**src/hw/rtl/oal_pkg.sv**
```systemverilog
`default_nettype none
package oal_pkg;

  localparam int DEPTH = 64;
  localparam int KEY_W = 32;
  localparam int POS_W = 7;
  localparam int OUT_IDX_W = 6;
  localparam int OUT_CNT_W = 7;
  localparam int IDX_W = $clog2(DEPTH);
  localparam int CNT_W = $clog2(DEPTH + 1);
  localparam int CMP_W = (CNT_W > POS_W) ? CNT_W : POS_W;

  typedef enum logic [1:0] {
    KIND_SEARCH = 2'd0,
    KIND_INSERT = 2'd1,
    KIND_DELETE = 2'd2,
    KIND_CLEAR  = 2'd3
  } kind_t;

  // Shift command broadcast to every cell.
  typedef struct packed {
    logic             ins;
    logic             del;
    logic [IDX_W-1:0] at;
    logic [CNT_W-1:0] cnt;
  } cell_ctl_t;

endpackage
`default_nettype wire

```
**src/hw/rtl/oal_pick.sv**
```systemverilog
`default_nettype none
module oal_pick (
  input  wire logic                      clk,
  input  wire logic [oal_pkg::DEPTH-1:0] hits,
  output logic                           found,
  output logic [oal_pkg::IDX_W-1:0]      first
);
  import oal_pkg::*;

  logic             found_r;
  logic [IDX_W-1:0] first_r;
  logic [IDX_W-1:0] first_nxt;

  // Lowest set bit wins.
  always_comb begin
    first_nxt = '0;
    for (int i = DEPTH - 1; i >= 0; i--) begin
      if (hits[i]) begin
        first_nxt = IDX_W'(i);
      end
    end
  end

  always_ff @(posedge clk) begin
    found_r <= |hits;
    first_r <= first_nxt;
  end

  assign found = found_r;
  assign first = first_r;

endmodule
`default_nettype wire

```
**config.mk**
```make
export PLATFORM = sky130hd
export DESIGN_NAME = oal_pick
export DESIGN_NICKNAME = d
export VERILOG_FILES = /design/src/hw/rtl/oal_pkg.sv /design/src/hw/rtl/oal_pick.sv
export SDC_FILE = /design/constraint.sdc
export NUM_CORES = 1
export LEC_CHECK = 0
export BUFFER_PORTS_ARGS = -buffer_cell sky130_fd_sc_hd__buf_2
export CELL_PAD_IN_SITES_DETAIL_PLACEMENT = 1
export CELL_PAD_IN_SITES_GLOBAL_PLACEMENT = 2
export CORE_MARGIN = 8
export CORE_UTILIZATION = 17
export CTS_CLUSTER_SIZE = 8
export DETAILED_ROUTE_END_ITERATION = 8
export PLACE_DENSITY_LB_ADDON = 0.08
export SLEW_MARGIN = 20
export SYNTH_ARGS = -nofsm -noshare
export SYNTH_HDL_FRONTEND = slang
export SYNTH_SLANG_ARGS = --single-unit
```
**constraint.sdc**
```tcl
create_clock -name clk -period 1.2 [get_ports clk]
set_input_delay 0 -clock clk [delete_from_list [all_inputs] [get_ports clk]]
set_output_delay 0 -clock clk [all_outputs]
set_load 0.05 [all_outputs]
```
Word-level counts from Yosys, hierarchy flattened:

Cells that the tools add are included.

* register bits: 7
* input port bits: 65
* output and inout port bits: 7

* mux-type cells: 63
* reduce and logical (&&, ||, !) cells: 6

Operators with widths (number)
* two-way mux 6 bit: 32
* two-way mux 5 bit: 16
* OR reduction 64 bit: 1
* two-way mux 4 bit: 8
* OR reduction 32 bit: 1
* OR reduction 16 bit: 1
* two-way mux 3 bit: 4
* OR reduction 8 bit: 1
* two-way mux 2 bit: 2
* OR reduction 4 bit: 1
* OR reduction 2 bit: 1
* two-way mux 1 bit: 1

Depth between registers and ports, before layout:

* depth in word-level cells: 63
* depth in mapped cells: 5

Least setup slack after synthesis:

No wires, ideal clock.

* path type: input port to flip-flop
* start point: input port hits[60] in the netlist's numbering
* end point: register first_r[4] (netlist: first[4])
* library setup time: 0.115 ns
* arrival: 1.123 ns
* setup slack: -0.038 ns
* stages: 5
* cells stage by stage: or4_4 nor4b_4 nand3_1 a31oi_1 nor2_1

* longest elaborated chain between the ends: 45

RTL lines
* start, declared: RTL line oal_pick.sv:4 `input wire logic [oal_pkg::DEPTH-1:0] hits,`
* two-way mux 6 bit (29 in a row): RTL line oal_pick.sv:18 `if (hits[i]) begin`
* two-way mux 5 bit (16 in a row): RTL line oal_pick.sv:18
* end signal, assigned: RTL line oal_pick.sv:26 `first_r <= first_nxt;`
* end, declared: RTL line oal_pick.sv:11 `logic [IDX_W-1:0] first_r;`

Every way passes these cells.
A chain may end at the register's enable or synchronous reset.

Worst setup path in the final report:

Ends and elaborated chain as after synthesis.

==> flow_summary.json <==
{
  "multiInputGateArea_sq_um": 907.1,
  "fillerInstances": 780,
  "syn_inst": 153,
  "die_h_um": 92.45,
  "yosys.area_share.simple_pct": 50.50,
  "rsz0062_at_grt": "yes",
  "fin_ws_ns": 0.02980,
  "placed_cells": 355,
  "tightest_slew_ns": 0.4747,
  "crit_family": "simple AND/OR/NAND/NOR gates",
  "clockRootBuffer": "clkbuf_8",
  "critPathMaxStageDelay_ns": 0.56,
  "max_clock_freq_mhz": 854.6,
  "whs_ns": 0.09518,
  "cts_sinks": 7,
  "crit_required_ns": 1.31,
  "place.gp.congestion": 0.8157,
  "nNetsFinal": 350,
  "worst-path-max-fanout": 2,
  "fin_area_sq_um": 2012,
  "fin_crit_sh_pct": 97.52,
  "instances_no_fill": 359,
  "muxShareOfSynthArea_pct": 0,
  "hpwl_mm": 4.688,
  "cts_tree": "built",
  "area_growth_pct": 102.5,
  "synthAdderAreaFrac_pct": 0,
  "p_leak_uw": 0.0008985,
  "final_cell_mix": "buf_2 (69), buf_4 (56), nor2_1 (21)",
  "setup_tns_ns": 0,
  "cp.arrival_ns": 1.28,
  "drt_iter0_drc": 43,
  "finalMaxSlewViolations": 0,
  "grt_max_degree": 6,
  "ant_nets": 0,
  "cpMaxStageDelayCell": "or4_4",
  "critPathKind": "input pin to flip-flop",
  "avgSynthCellArea_sq_um": 6.493,
  "grt-ovfl-total": 0,
  "finalSetupViolCount": 0,
  "netlist_area_sq_um": 993.5,
  "grt_usage_pct": 12.21,
  "core_area_sq_um": 5781,
  "routed_wl_mm": 5.223,
  "synth_nets": 218,
  "place_ws_ns": -0.3169,
  "ys_ff_latch": 7,
  "antenna_found_initial": 0,
  "ios": 72,
  "clock_path_buffers": 2,
  "clk_pin_slew_ns": 0.04,
  "slew_headroom_pct": 68.06,
  "ir_worst_vdd_v": 0.0003069,
  "routed-via-count": 1699,
  "die_w_um": 92.45,
  "grt_pass1_vias": 1910,
  "cts_buffers": 3,
  "start_util_pct": 17.19,
  "io_buffers": 71,
  "synth_cell_types": 33,
  "maxCapViolCount": 0,
  "drc": 0,
  "crit_chain": "buf_6, or4_4, nor4b_4, nand3_2, a31oi_1, nor2_1",
  "hold_class": "input pin to flip-flop",
  "min_period_ns": 1.170,
  "grt_pass1_wl_mm": 8.735,
  "post_drt_wl_per_cell_um": 14.55,
  "cts_max_level": 1,
  "final_common_cell": "buf_2",
  "seq_area_frac_synth_pct": 14.11,
  "outcome": "finished, final reports clean",
  "hold_viol": 0,
  "synth_top_family_by_area": "simple AND/OR/NAND/NOR gates",
  "drive_gt1_share_pct": 52.82,
  "worstSetupStartpointType": "input pin",
  "cp-end-kind": "flip-flop",
  "path_buf_inv": 1,
  "first_pass_iters": 4,
  "diodes": 0,
  "die-area_sq_um": 8546,
  "avgViaCountPerCell": 4.733,
  "synthXorXnorAreaFrac_pct": 0,
  "register_area_sq_um": 140.1,
  "yosysWarnings": 0,
  "synth_compound_area_share_pct": 31.61,
  "core.rowCount": 28,
  "cts_setup_buffers": 0,
  "postPlaceCellArea_sq_um": 1867,
  "power_density_nw_per_um2": 522.7
}
## kinds of logic (layout without fill, tap and decap cells)
logic type             Yosys count  in the layout
buffers and inverters           10            141
DFF                              7              7
AOI/OAI and AO/OA               47             47
and+or+nand+nor                 89             89
## layout make-up
class	count	area share [%]
clock buffer	4	2.239
timing repair buffer	127	39.18
sequential	7	6.965
inverter	10	1.866
tap	75	4.664
multi-input combinational	136	45.09
## through the flow
stage | power, uW | utilization, %
floorplan | 369.3 | -
global placement | 689.2 | 32.29
detailed placement | 707.4 | 32.29
CTS | 1050 | 33.36
global route | 1132 | 34.81
finish | 1052 | 34.81
## layer usage
layer  routed length (um)  part of all wire, %  global-route usage (%)  vias up
li1                     -                    -                       -      860
met1                 2182                   42                   13.96      796
met2                 2712                   52                   22.29       41
met3                  321                  6.1                   3.803        2
met4                    7                 0.13                   1.208        0
met5                    0                    0                       0        -
## report_power, final
group | internal (uW) | switching (uW)
clock network | 230 | 102
logic | 247 | 231
registers | 240 | 2.62
total | 716 | 335
## synth_stat cells
master     instances  area [sq um]
or4_4              1         11.26
nand3_1            5         25.02
a31oi_1            3         18.77
a311oi_1           1         8.760
o311a_1            2         20.02
nand2_1            7         26.28
and2_1             1         6.260
nor2b_1            7         43.79
nor4_1            13         81.33
a21boi_1           1         7.510
a211oi_1           2         15.01
o311ai_1           2         17.52
o21ai_0            7         35.03
o21a_1             2         15.01
or2_0              1         6.260
nor4_4             1         21.27
o2111ai_1          1         8.760
nor4b_4            1         23.77
a221oi_1           1         8.760
dfxtp_1            7         140.1
inv_1             10         37.54
a2111oi_0          1         8.760
nor2_1            23         86.33
o21ai_1            2         10.01
o211a_1            1         10.01
o21bai_1           3         22.52
o31ai_1            4         30.03
nor3_1            16         80.08
nand2b_1           3         18.77
o211ai_1           3         22.52
or3_1              3         18.77
a21oi_1           11         55.05
or4_1              7         52.55
## repair_timing
item                                    4_1_cts  5_1_grt
pin swaps                                     3        2
hold buffers                                  0        0
resized for setup                             4       18
hold endpoints to repair                      0        0
endpoints found under the setup margin        6        7
## worst paths after layout
path                                   to      from  slack [ns]  depth (start not counted)
worst min-delay path  first[1]$_SDFF_PP0_   hits[1]         0.1                          4
worst max-delay path  first[4]$_SDFF_PP0_  hits[60]        0.03                          6
## flip-flops by register name (all words and copies together) (netlist names)
name,cells
found,1
first,6
Note: power is estimated with default switching activity, not from simulation.
