[config.mk]
export PLATFORM = sky130hd
export DESIGN_NAME = oal_cell
export DESIGN_NICKNAME = d
export VERILOG_FILES = /design/src/hw/rtl/oal_pkg.sv /design/src/hw/rtl/oal_cell.sv
export SDC_FILE = /design/constraint.sdc
export NUM_CORES = 1
export LEC_CHECK = 0
export ABC_AREA = 0
export BUFFER_PORTS_ARGS = -buffer_cell sky130_fd_sc_hd__buf_2
export CAP_MARGIN = 0
export CORE_ASPECT_RATIO = 2
export CORE_MARGIN = 5
export CORE_UTILIZATION = 42
export CTS_CLUSTER_SIZE = 40
export DETAILED_ROUTE_END_ITERATION = 7
export PLACE_DENSITY = 0.78
export SKIP_LAST_GASP = 1
export SYNTH_ARGS = -nofsm -noshare
export SYNTH_HDL_FRONTEND = slang
export SYNTH_SLANG_ARGS = --single-unit
[constraint.sdc]
create_clock -name clk -period 1.9 [get_ports clk]
set_input_delay 0.095 -clock clk [delete_from_list [all_inputs] [get_ports clk]]
set_output_delay 0.095 -clock clk [all_outputs]
set_load 0.05 [all_outputs]
[src/hw/rtl/oal_pkg.sv]
`default_nettype none
package oal_pkg;

  localparam int DEPTH = 64;
  localparam int KEY_W = 32;
  localparam int POS_W = 7;
  localparam int OUT_IDX_W = 6;
  localparam int OUT_CNT_W = 7;
  localparam int IDX_W = $clog2(DEPTH);
  localparam int CNT_W = $clog2(DEPTH + 1);
  localparam int CMP_W = (CNT_W > POS_W) ? CNT_W : POS_W;

  typedef enum logic [1:0] {
    KIND_SEARCH = 2'd0,
    KIND_INSERT = 2'd1,
    KIND_DELETE = 2'd2,
    KIND_CLEAR  = 2'd3
  } kind_t;

  // Shift command broadcast to every cell.
  typedef struct packed {
    logic             ins;
    logic             del;
    logic [IDX_W-1:0] at;
    logic [CNT_W-1:0] cnt;
  } cell_ctl_t;

endpackage
`default_nettype wire

[src/hw/rtl/oal_cell.sv]
`default_nettype none
module oal_cell (
  input  wire logic                      clk,
  input  wire logic [oal_pkg::IDX_W-1:0] cell_idx,
  input  wire oal_pkg::cell_ctl_t        ctl,
  input  wire logic [oal_pkg::KEY_W-1:0] key,
  input  wire logic [oal_pkg::KEY_W-1:0] lo_ent,
  input  wire logic [oal_pkg::KEY_W-1:0] hi_ent,
  output logic [oal_pkg::KEY_W-1:0]      ent,
  output logic                           hit
);
  import oal_pkg::*;

  logic [KEY_W-1:0] entry_r;
  logic [KEY_W-1:0] entry_nxt;
  logic             hit_r;

  always_comb begin
    entry_nxt = entry_r;
    if (ctl.ins) begin
      if (cell_idx > ctl.at) begin
        entry_nxt = lo_ent;
      end else if (cell_idx == ctl.at) begin
        entry_nxt = key;
      end
    end
    if (ctl.del && (cell_idx >= ctl.at)) begin
      entry_nxt = hi_ent;
    end
  end

  // Match only counts for entries below the fill count.
  always_ff @(posedge clk) begin
    entry_r <= entry_nxt;
    hit_r   <= (entry_r == key) && (CNT_W'(cell_idx) < ctl.cnt);
  end

  assign ent = entry_r;
  assign hit = hit_r;

endmodule
`default_nettype wire

==> Word level (Yosys, flattened, before mapping) <==
Index checks and enable logic that the tools add are counted.
{ "op_classes": {"eq_ne": 2, "n_reduce_logical": 5, "mux": 4, "order_cmp": 3} }
{ "ops": {"columns": ["operator", "n"], "rows": [
  ["$mux 32", 4],
  ["$eq 32x32->1", 1],
  ["$lt 6x7->1", 1],
  ["$eq 6x6->1", 1],
  ["$ge 6x6->1", 1],
  ["$gt 6x6->1", 1],
  ["$reduce_bool 3->1", 1],
  ["$logic_and 1x1->1", 2],
  ["$reduce_and 2->1", 1],
  ["$reduce_bool 2->1", 1]
]} }
{ "word_totals": {"output_inout_bits": 33, "word_cells": 16, "in_bits": 118, "register_bits": 33} }

==> Longest topological paths before layout <==
Gate-level depths: netlist of run 1.
{ "depth": {"ltp_word": 5, "depth_mapped": 8, "mapped_depth_nobuf": 7} }

==> Worst setup path before layout of run 1 <==
Ideal clock, no wire load.
{ "synth_path": {"kind": "input port to flip-flop", "from": "input port ctl[12] (netlist name)", "to": "register entry_r[0] (netlist: ent[0]) (enable)", "setup_slack_ps": -105, "path_buffers": 0, "required_time_ps": 1509, "setup_ps": 391, "arrival_time_ps": 1614, "cell_stages": 6, "cell_sequence": "inv_1 > ha_1 > nand2_1 > o21a_1 > o21ai_2 > o21a_1"} }
{ "synth_via": {"elab_chain_len": 4, "word_cells_on_any_way": 7, "cone_classes": "order compare: 2; eq/ne: 1; reduce/logical: 4"} }
{ "synth_lines": {"columns": ["item", "line_no", "rtl"], "rows": [
  ["start: declaration", "oal_cell.sv:5", "input wire oal_pkg::cell_ctl_t ctl,"],
  ["$ge 6x6->1", "oal_cell.sv:27", "if (ctl.del && (cell_idx >= ctl.at)) begin"],
  ["$logic_and 1x1->1", "oal_cell.sv:27", null],
  ["$reduce_bool 3->1 (no line) or $reduce_bool 2->1 (tied branches)", null, null],
  ["$reduce_and 2->1 (no line) (*)", null, null],
  ["end signal: assignment", "oal_cell.sv:34", "entry_r <= entry_nxt;"],
  ["end: declaration", "oal_cell.sv:14", "logic [KEY_W-1:0] entry_r;"]
]} }
Every way passes the cells marked *; elsewhere a longest branch is shown, timed or not.
A chain may end at the register's enable or synchronous reset.

==> Worst setup path after layout of run 1 <==
{ "layout_path": {"from": "input port cell_idx[5] (netlist name)", "to": "register entry_r[31] (netlist: ent[31]), data pin"} }
{ "layout_via": {"elab_chain_len": 4, "word_cells_on_any_way": 6, "cone_classes": "order compare: 2; mux: 3; reduce/logical: 1"} }
{ "layout_lines": {"columns": ["item", "line_no", "rtl"], "rows": [
  ["start: declaration", "oal_cell.sv:4", "input wire logic [oal_pkg::IDX_W-1:0] cell_idx,"],
  ["$gt 6x6->1", "oal_cell.sv:21", "if (cell_idx > ctl.at) begin"],
  ["$mux 32", "oal_cell.sv:21", null],
  ["$mux 32", "oal_cell.sv:20", "if (ctl.ins) begin"],
  ["$mux 32 (*)", "oal_cell.sv:27", null],
  ["named net entry_nxt[31]", "oal_cell.sv:15", "logic [KEY_W-1:0] entry_nxt;"]
]} }
Mark *: on every way through the listed nets, which the timed path passes. The rest lies on a longest branch. The select of a mux whose other input is x is not followed.

==> run summary, run 1 <==
Hold_buf cts: 0
Fin crit period: 1.64 ns
Tot GR Track Use: 21.3%
Slew Viols, Final: 0
Gr ovfl total: 0
ANT nets after route: 0
GP Congestion: 0.894
Slew at the pin closest to its max-slew limit: 0.399 ns
CTS H-tree lvls: 2
Fin util: 58.7%
Warnings from Yosys: 0
Post-Syn Area per Cell: 9.78 um2
Setup bufs post-CTS: 0
Final worst setup slack: 0.264 ns
Initial DRC count: 232
Antenna violations before repair: 0
Die area: 0.00896 mm2
Clock transition at path regs: 0.06 ns
Vias in the first global route: 3070
Sequential share of power: 32.0%
First-pass GRT wire length: 14.9 mm
Synth area leaders: edfxtp_1, nand3_1, mux2_4
Num rows: 43
Drt via density: 5.70
Pwr per Cell Area: 813 mW/mm2
Total power: 3.31 mW
Residual DRC count: 0
Commonest non-fill, non-tap cells in the layout: buf_2, nand3_1, a22oi_1, xor2_1, edfxtp_1
Sw Pwr: 1.32 mW
Mapped Nets: 433
Sink Count: 33
CP bufs+invs: 2
Slowest cell on crit path: mux2_2
CP cell instances: buf_2 -> ha_1 -> a21oi_1 -> o21a_1 -> o21ai_2 -> nand2_2 -> buf_12 -> mux2_2
Critical path required time: 1.93 ns
Initial core utilization: 42.8%
Internal Power: 1.99 mW
Data arrival, critical path: 1.67 ns
Met1 WL: 3.40 mm
Top routing layer in use: met4
Synth top area share: 32.3%
Fillers: 633
Placement Cell Area: 0.00394 mm2
F_max: 611 MHz
Die Wd: 69.5 um
Post-synthesis sequential area ratio: 33.0%
CTS tree: yes
PortBufs: 150
CP Max Fanout: 16
Critical Path Sink Type: flop
Yosys cell types: 30
Ports: 151
Worst Setup Start Kind: primary input
Placed Instances: 542
CP Class: in -> reg
Switching Share: 39.8%
Dominant cell type by area after synthesis: edfxtp_1
Clock Skew: 0.00187 ns
Nets: 588
Smallest hold slack: 0.110 ns
Crit share post-route: 86.1%
Clock Tree Root: clkbuf_16
Count of final setup violators: 0
Hpwl dp: 7.85 mm
Avg WL per Cell: 18.5 um
Slew Limit Headroom: 73.2%
Via Count: 3135
CTS resizes: 0
Outcome: finished clean
Non-Filler Instances: 550
Final Instance Area: 0.00408 mm2
Max-cap violations: 0
Crit path largest cell delay: 0.35 ns
Met3 wire length: 672 um
Worst vdd ir: 0.499 mV
Most common cell after layout, fill and taps aside: buf_2
#FFs+latches synth: 33
Mapped Cells: 304
Synth Cell Area: 0.00297 mm2
Clk pwr share: 24.0%
Pleak: 1.94 nW
Layout area overhead: 37.1%
Maximum clock path buffer count: 2
Core area: 0.00694 mm2
Comb pwr share: 44.0%
Final hold vios: 0
Metal2 WL: 5.61 mm
HP Class: in -> reg
WL final: 10.2 mm
Post-place setup slack: -0.0344 ns
Worst-Skew Late Latency: 0.28 ns
Critical path's top delay family: compound AO/OA/AOI/OAI gates
TritonCTS buffer count: 5
DR pass1 iterations: 5
Setup TNS: 0 ns
Flop-to-flop setup slack: 0.48 ns
Unrepaired setup endpoints after global routing: false
Layout cells sized above 1: 47.0%
Diode count: 0
Die Y-Extent: 129 um
Largest net degree at the start of global routing: 33
cells by family (layout without fill, tap and decap cells):
kind of cell / after synthesis / in the layout / synth area share, %
compound gates: 46 / 46 / 11.4
xor+xnor: 32 / 32 / 9.43
fa+ha+maj: 11 / 11 / 4.63
buf+inv: 32 / 188 / 6.11
flops: 33 / 33 / 33.0
mux: 32 / 32 / 14.7
simple gates: 118 / 118 / 20.8
metal layers:
| metal | global-route usage, % | vias up |
|---|---|---|
| li1 | - | 1475 |
| met1 | 20.8 | 1457 |
| met2 | 40.6 | 164 |
| met3 | 3.91 | 39 |
| met4 | 13.1 | 0 |
| met5 | 0 | - |
state kept, by name, indices dropped and copies added, names as in the netlist:
signal  flops
ent        32
hit         1
worst paths after layout:
check	cells past startpoint	end	from
hold / removal	2	ent[20]	hi_ent[20]
setup / recovery	8	ent[31]	cell_idx[5]
setup reg to reg	4	hit	ent[23]
hold reg to reg	4	hit	ent[3]
layout make-up:
type	instances	area, um2	area share (%)
multi-input combinational	239	1820	44.7
inverter	11	41.3	1.01
sequential	33	981	24.1
timing repair buffer	169	981	24.1
tap	90	113	2.76
clock buffer	6	129	3.16
clock inverter	2	10.0	0.246
power groups by stage:
stage	Sequential [mW]	Clock, mW	Combinational (mW)
2_1_floorplan	1.50	0	0.546
3_3_place_gp	1.07	0	1.44
3_5_place_dp	1.08	0	1.46
4_1_cts	1.06	0.807	1.46
5_1_grt	1.07	0.841	1.55
6_report	1.06	0.794	1.46
Yosys cell counts:
master    instances
nor3_1            1
mux2_4           20
edfxtp_1         32
nand3_2           1
o21a_1            2
nand2_2           1
nand2b_1          2
inv_1            11
clkbuf_1          2
nor2b_1           1
buf_2            13
o21ai_2           1
buf_6             6
nor4_1            8
nand2_1           2
a21oi_1           5
nand4b_1          1
o22ai_1           1
nor2_1            1
nand4_1           3
a21o_1            2
o211a_4           1
nand3_1          96
o21ai_1           2
mux2_2           12
a22oi_1          32
xor2_1           32
ha_1             11
dfxtp_1           1
and4_1            1
worst register-to-register path, cell delays in order (launching register included):
cell and delay, ns:
edfxtp_1 0.43, xor2_1 0.18, nor4_1 0.39, nand4_1 0.14, nor3_1 0.20
(Power assumes the default switching activity.)
==> inputs of run 2 (changes only) <==
SETUP_SLACK_MARGIN = 0.3   (was unset)
==> run 2 against run 1 <==
Compared with the run above: sequential cell count did not move; clock power rose by 22%; hold slack improved by 0.00077 ns; critical path depth did not move; highest routed layer unchanged; setup slack improved by 0.086 ns; wire length rose by 5.5%; die area did not move; cell area rose by 4.2%; final cell count fell by 0.18%; maximum frequency rose by 5.6%; first-iteration DRC count fell by 13%.
==> run summary, run 2 (synthesis gave the netlist of run 1 again) <==
Fillers: 639
Worst-Skew Late Latency: 0.28 ns
First-pass GRT wire length: 15.8 mm
Slew Limit Headroom: 70.2%
CP cell instances: buf_2 -> ha_4 -> a21oi_2 -> o21a_1 -> o21ai_2 -> nand2_4 -> clkbuf_16 -> mux2_2
CP Max Fanout: 8
Count of final setup violators: 0
Gr ovfl total: 0
Data arrival, critical path: 1.58 ns
Clock Tree Root: clkbuf_16
Crit share post-route: 81.6%
Tot GR Track Use: 22.4%
Antenna violations before repair: 0
Commonest non-fill, non-tap cells in the layout: buf_2, nand3_1, a22oi_1, xor2_1, edfxtp_1
Critical Path Stages: 8
GP Congestion: 0.874
Reg2reg path depth: 4
ANT nets after route: 0
HP Start: hi_ent[21]
Worst Setup Start Kind: primary input
Clock Skew: 0.00196 ns
CP Class: in -> reg
Max-cap violations: 0
Via Count: 3221
Largest net degree at the start of global routing: 33
Fin util: 61.2%
Die Y-Extent: 129 um
Layout area overhead: 42.9%
Pleak: 1.98 nW
Core area: 0.00694 mm2
WL final: 10.7 mm
Clock transition at path regs: 0.06 ns
Layout cells sized above 1: 49.5%
DR pass1 iterations: 5
Total power: 3.54 mW
Ports: 151
Initial core utilization: 42.8%
Vias in the first global route: 3282
Crit path largest cell delay: 0.33 ns
Critical Path Sink Type: flop
Slew at the pin closest to its max-slew limit: 0.442 ns
Pwr per Cell Area: 834 mW/mm2
Slowest cell on crit path: mux2_2
Hold_buf cts: 0
PortBufs: 150
Max reg flops: 32
Unrepaired setup endpoints after global routing: true
CTS tree: yes
Worst vdd ir: 0.577 mV
Outcome: finished clean
Critical path required time: 1.93 ns
WHS Endpoint: ent[21]
Diode count: 0
Avg WL per Cell: 19.6 um
Residual DRC count: 0
Die area: 0.00896 mm2
Flop-to-flop setup slack: 0.43 ns
Sink Count: 33
Maximum clock path buffer count: 2
Worst flop-to-flop path endpoint: hit
Hpwl dp: 8.00 mm
Most common cell after layout, fill and taps aside: buf_2
HP Class: in -> reg
Critical path's top delay family: compound AO/OA/AOI/OAI gates
Worst r2r src: ent[27]
Fin crit period: 1.55 ns
Drt via density: 5.87
TritonCTS buffer count: 5
Num rows: 43
Slew Viols, Final: 0
Die Wd: 69.5 um
Setup TNS: 0 ns
CP bufs+invs: 2
CTS H-tree lvls: 2
Final hold vios: 0
F_max: 645 MHz
Nets: 587
Hold path depth: 2
Initial DRC count: 203
## run 2: layout make-up
cell class	instances	area [um2]	area share, %
Clock buffer	7	143	3.36
Clock inverter	1	30.0	0.707
Inverter	11	43.8	1.03
Multi-Input combinational cell	240	1940	45.6
Sequential cell	33	981	23.1
Tap cell	90	113	2.65
Timing Repair Buffer	167	1000	23.6
## run 2: how the worst max path moves through the flow
stage	from	to	slack (ns)
4_1_cts	ctl[8]	ent[22]	0.33
3_5_place_dp	ctl[8]	ent[22]	0.04
3_3_place_gp	cell_idx[4]	ent[23]	0.08
6_report	cell_idx[3]	ent[10]	0.35
5_1_grt	cell_idx[0]	ent[7]	0.29
2_1_floorplan	cell_idx[3]	ent[10]	0.26
## run 2: report_power, final
part | internal (mW) | leakage (nW) | switching (mW) | total [mW]
combinational | 0.562 | 1.59 | 0.950 | 1.51
sequential | 0.974 | 0.308 | 0.0856 | 1.06
clock | 0.655 | 0.0841 | 0.313 | 0.969
total | 2.19 | 1.98 | 1.35 | 3.54
## run 2: per-layer routing
metal / wire length (um) / part of all wire [%] / global-route usage (%)
met5: 0 / 0 / 0
met4: 480 / 4.5 / 13.1
met3: 723 / 6.7 / 4.38
met2: 6010 / 56 / 43.0
met1: 3530 / 33 / 21.7
## run 2: through the flow
| step | std cells | instance area, um2 | setup slack [ns] | hold WS [ns] |
|---|---|---|---|---|
| detailed placement | 537 | 3970 | 0.0386 | 0.398 |
| finish | 549 | 4250 | 0.350 | 0.111 |
| global placement | 537 | 3970 | 0.0813 | 0.396 |
| CTS | 545 | 4140 | 0.330 | 0.108 |
| floorplan | 304 | 3050 | 0.262 | 0.306 |
| global route | 549 | 4250 | 0.292 | 0.106 |
## run 2: timing repair
action	in CTS	in global routing
buffers inserted	0	1
resized for setup	0	7
endpoints found under the setup margin	0	20
==> inputs of run 3 (changes only) <==
ABC_AREA = 1   (was 0)
clock period = 1.3 ns   (was 1.9 ns; I/O delays follow)
==> run 3 against run 2 <==
Compared with the run above: the flow now finishes with violations (setup timing); clock skew is essentially flat; clock power grew 18%; sequential power grew 50%; wire length shrank 7.1%; total power grew 49%; register-to-register slack lost 0.26 ns; cell area grew 6.5%; global-route usage shrank 1.9 points; synthesized area shrank 2.3%; core utilization grew 5.0 points; clock-buffer cell count shrank 1; critical endpoint is now ent[15]; highest routed layer unchanged.
==> run summary, run 3 <==
Worst Setup Start Kind: primary input
Data arrival, critical path: 1.34 ns
Layout area overhead: 55.9%
Post-synth top cells: nand2_1, inv_1, nand3_1, edfxtp_1, nor2_1
Die area: 0.00877 mm2
Final hold vios: 0
Core area: 0.00683 mm2
Diode count: 0
Antenna violations before repair: 0
Fin crit period: 1.31 ns
CTS H-tree lvls: 2
Clock transition at path regs: 0.05 ns
Flop-to-flop setup slack: 0.17 ns
Critical path required time: 1.33 ns
Mapped Cells: 459
Ys flop type: edfxtp_1
Nets: 752
Commonest non-fill, non-tap cells in the layout: nand2_1, buf_2, inv_1, nand3_1, edfxtp_1
Sequential share of power: 30.1%
Mapped Nets: 588
Count of final setup violators: 1
Unrepaired setup endpoints after global routing: true
Largest net degree at the start of global routing: 33
Hold path depth: 3
Crit share post-route: 101%
Initial core utilization: 42.5%
Post-Syn Area per Cell: 6.32 um2
WHS Endpoint: ent[31]
Outcome: finished, violations left
Synth Cell Area: 0.00290 mm2
Sw Pwr: 2.18 mW
Maximum clock path buffer count: 2
Pwr per Cell Area: 1170 mW/mm2
Avg WL per Cell: 14.0 um
Worst-Skew Late Latency: 0.27 ns
DR pass1 iterations: 4
Die Wd: 68.8 um
Max reg flops: 32
Slew at the pin closest to its max-slew limit: 0.255 ns
Warnings from Yosys: 0
GP Congestion: 0.800
Slew Limit Headroom: 82.9%
Worst r2r src: ent[18]
Layout cells sized above 1: 37.5%
Die Y-Extent: 128 um
Sink Count: 33
Pleak: 2.61 nW
Post-place setup slack: -0.281 ns
CP Max Fanout: 8
Worst flop-to-flop path endpoint: hit
Most frequent cell after synthesis: nand2_1
Comb pwr share: 48.2%
F_max: 762 MHz
Internal Power: 3.09 mW
Yosys cell types: 23
PortBufs: 150
#FFs+latches synth: 33
Drt via density: 4.72
Tot GR Track Use: 20.4%
Residual DRC count: 0
HP Class: in -> reg
Clk pwr share: 21.7%
Hold_buf cts: 0
Asr flop ratio synth: 0%
Via Count: 3372
WL final: 9.98 mm
Worst vdd ir: 0.861 mV
Reg2reg path depth: 7
TritonCTS buffer count: 5
Ports: 151
Dominant cell type by area after synthesis: edfxtp_1
Initial DRC count: 292
CTS tree: yes
Slew Viols, Final: 0
Critical Path Sink Type: flop
Fin util: 66.2%
Gr ovfl total: 0
Clock Tree Root: clkbuf_16
Failing checks: setup timing
Switching Share: 41.4%
Num rows: 43
Post-synth EDFFs: 32
Hpwl dp: 7.17 mm
ANT nets after route: 0
First-pass GRT wire length: 13.7 mm
CP Class: in -> reg
HP Start: hi_ent[31]
Synth area leaders: edfxtp_1, nand2_1, inv_1
Final worst setup slack: -0.0128 ns
Clock Skew: 0.00178 ns
Max-cap violations: 0
Most common cell after layout, fill and taps aside: nand2_1
Post-synthesis sequential area ratio: 33.8%
Synth top area share: 33.1%
Vias in the first global route: 3039
## run 3: worst max path at each step
| stage | from | to | slack [ns] | cells past startpoint |
|---|---|---|---|---|
| floorplan | ctl[9] | ent[0] | -0.33 | 8 |
| detailed placement | ctl[10] | ent[27] | -0.28 | 11 |
| finish | ctl[12] | ent[15] | -0.01 | 11 |
| global placement | ctl[12] | ent[20] | -0.24 | 11 |
| CTS | cell_idx[2] | ent[28] | 0.03 | 11 |
| global route | ctl[12] | ent[15] | -0.07 | 11 |
## run 3: layer usage
layer	track usage [%]	wire [um]
met1	25.3	3720
met2	34.5	4970
met3	5.54	1150
met4	4.94	143
met5	0	0
## run 3: timing repair
action / 4_1_cts / 5_1_grt
pin swaps: 0 / 20
buffers inserted: 0 / 2
endpoints found under the setup margin: 71 / 89
resized for setup: 1 / 114
cloned: 0 / 5
## run 3: final cells by class
cell class	instances	area [um2]
Inverter	105	410
Clock inverter	2	10.0
Multi-Input combinational cell	306	1670
Sequential cell	33	981
Clock buffer	6	129
Fill cell	612	2310
Tap cell	90	113
Timing Repair Buffer	172	1210
## run 3: logic make-up after synthesis
kind of cell / synth area share [%]
AOI/OAI and AO/OA: 1.98
xor gates and xnor gates: 2.11
adders and majority gates: 4.74
buffers and inverters: 17.0
DFF: 33.8
and+or+nand+nor: 40.3
## run 3: power by group through the flow
stage	Combinational [mW]	Clock (mW)	Sequential (mW)
after floorplan	0.816	0	2.24
after global placement	2.15	0	1.58
after detailed placement	2.18	0	1.59
after CTS	2.19	1.16	1.57
after global routing	2.75	1.20	1.61
final	2.54	1.14	1.59
## run 3: metrics by stage
| stage | std cells | setup TNS [ns] | power, mW | hold slack [ns] | area (um2) |
|---|---|---|---|---|---|
| 2_1_floorplan | 459 | -12.99 | 3.06 | 0.251 | 2970 |
| 3_3_place_gp | 699 | -14.60 | 3.73 | 0.337 | 3940 |
| 3_5_place_dp | 699 | -16.29 | 3.77 | 0.340 | 3940 |
| 4_1_cts | 707 | 0 | 4.91 | 0.0575 | 4080 |
| 5_1_grt | 714 | -1.95 | 5.55 | 0.0643 | 4520 |
| 6_report | 714 | -0.0128 | 5.27 | 0.0597 | 4520 |
## run 3: worst max-delay path, stage by stage
cell and delay, ns:
buf_6 0.07, inv_2 0.03, ha_4 0.27, nand2_4 0.06, nor2_4 0.16, nand2_4 0.09, nand3_4 0.17, clkbuf_16 0.19
nand3_1 0.08, nand3_1 0.10, nand2_1 0.05
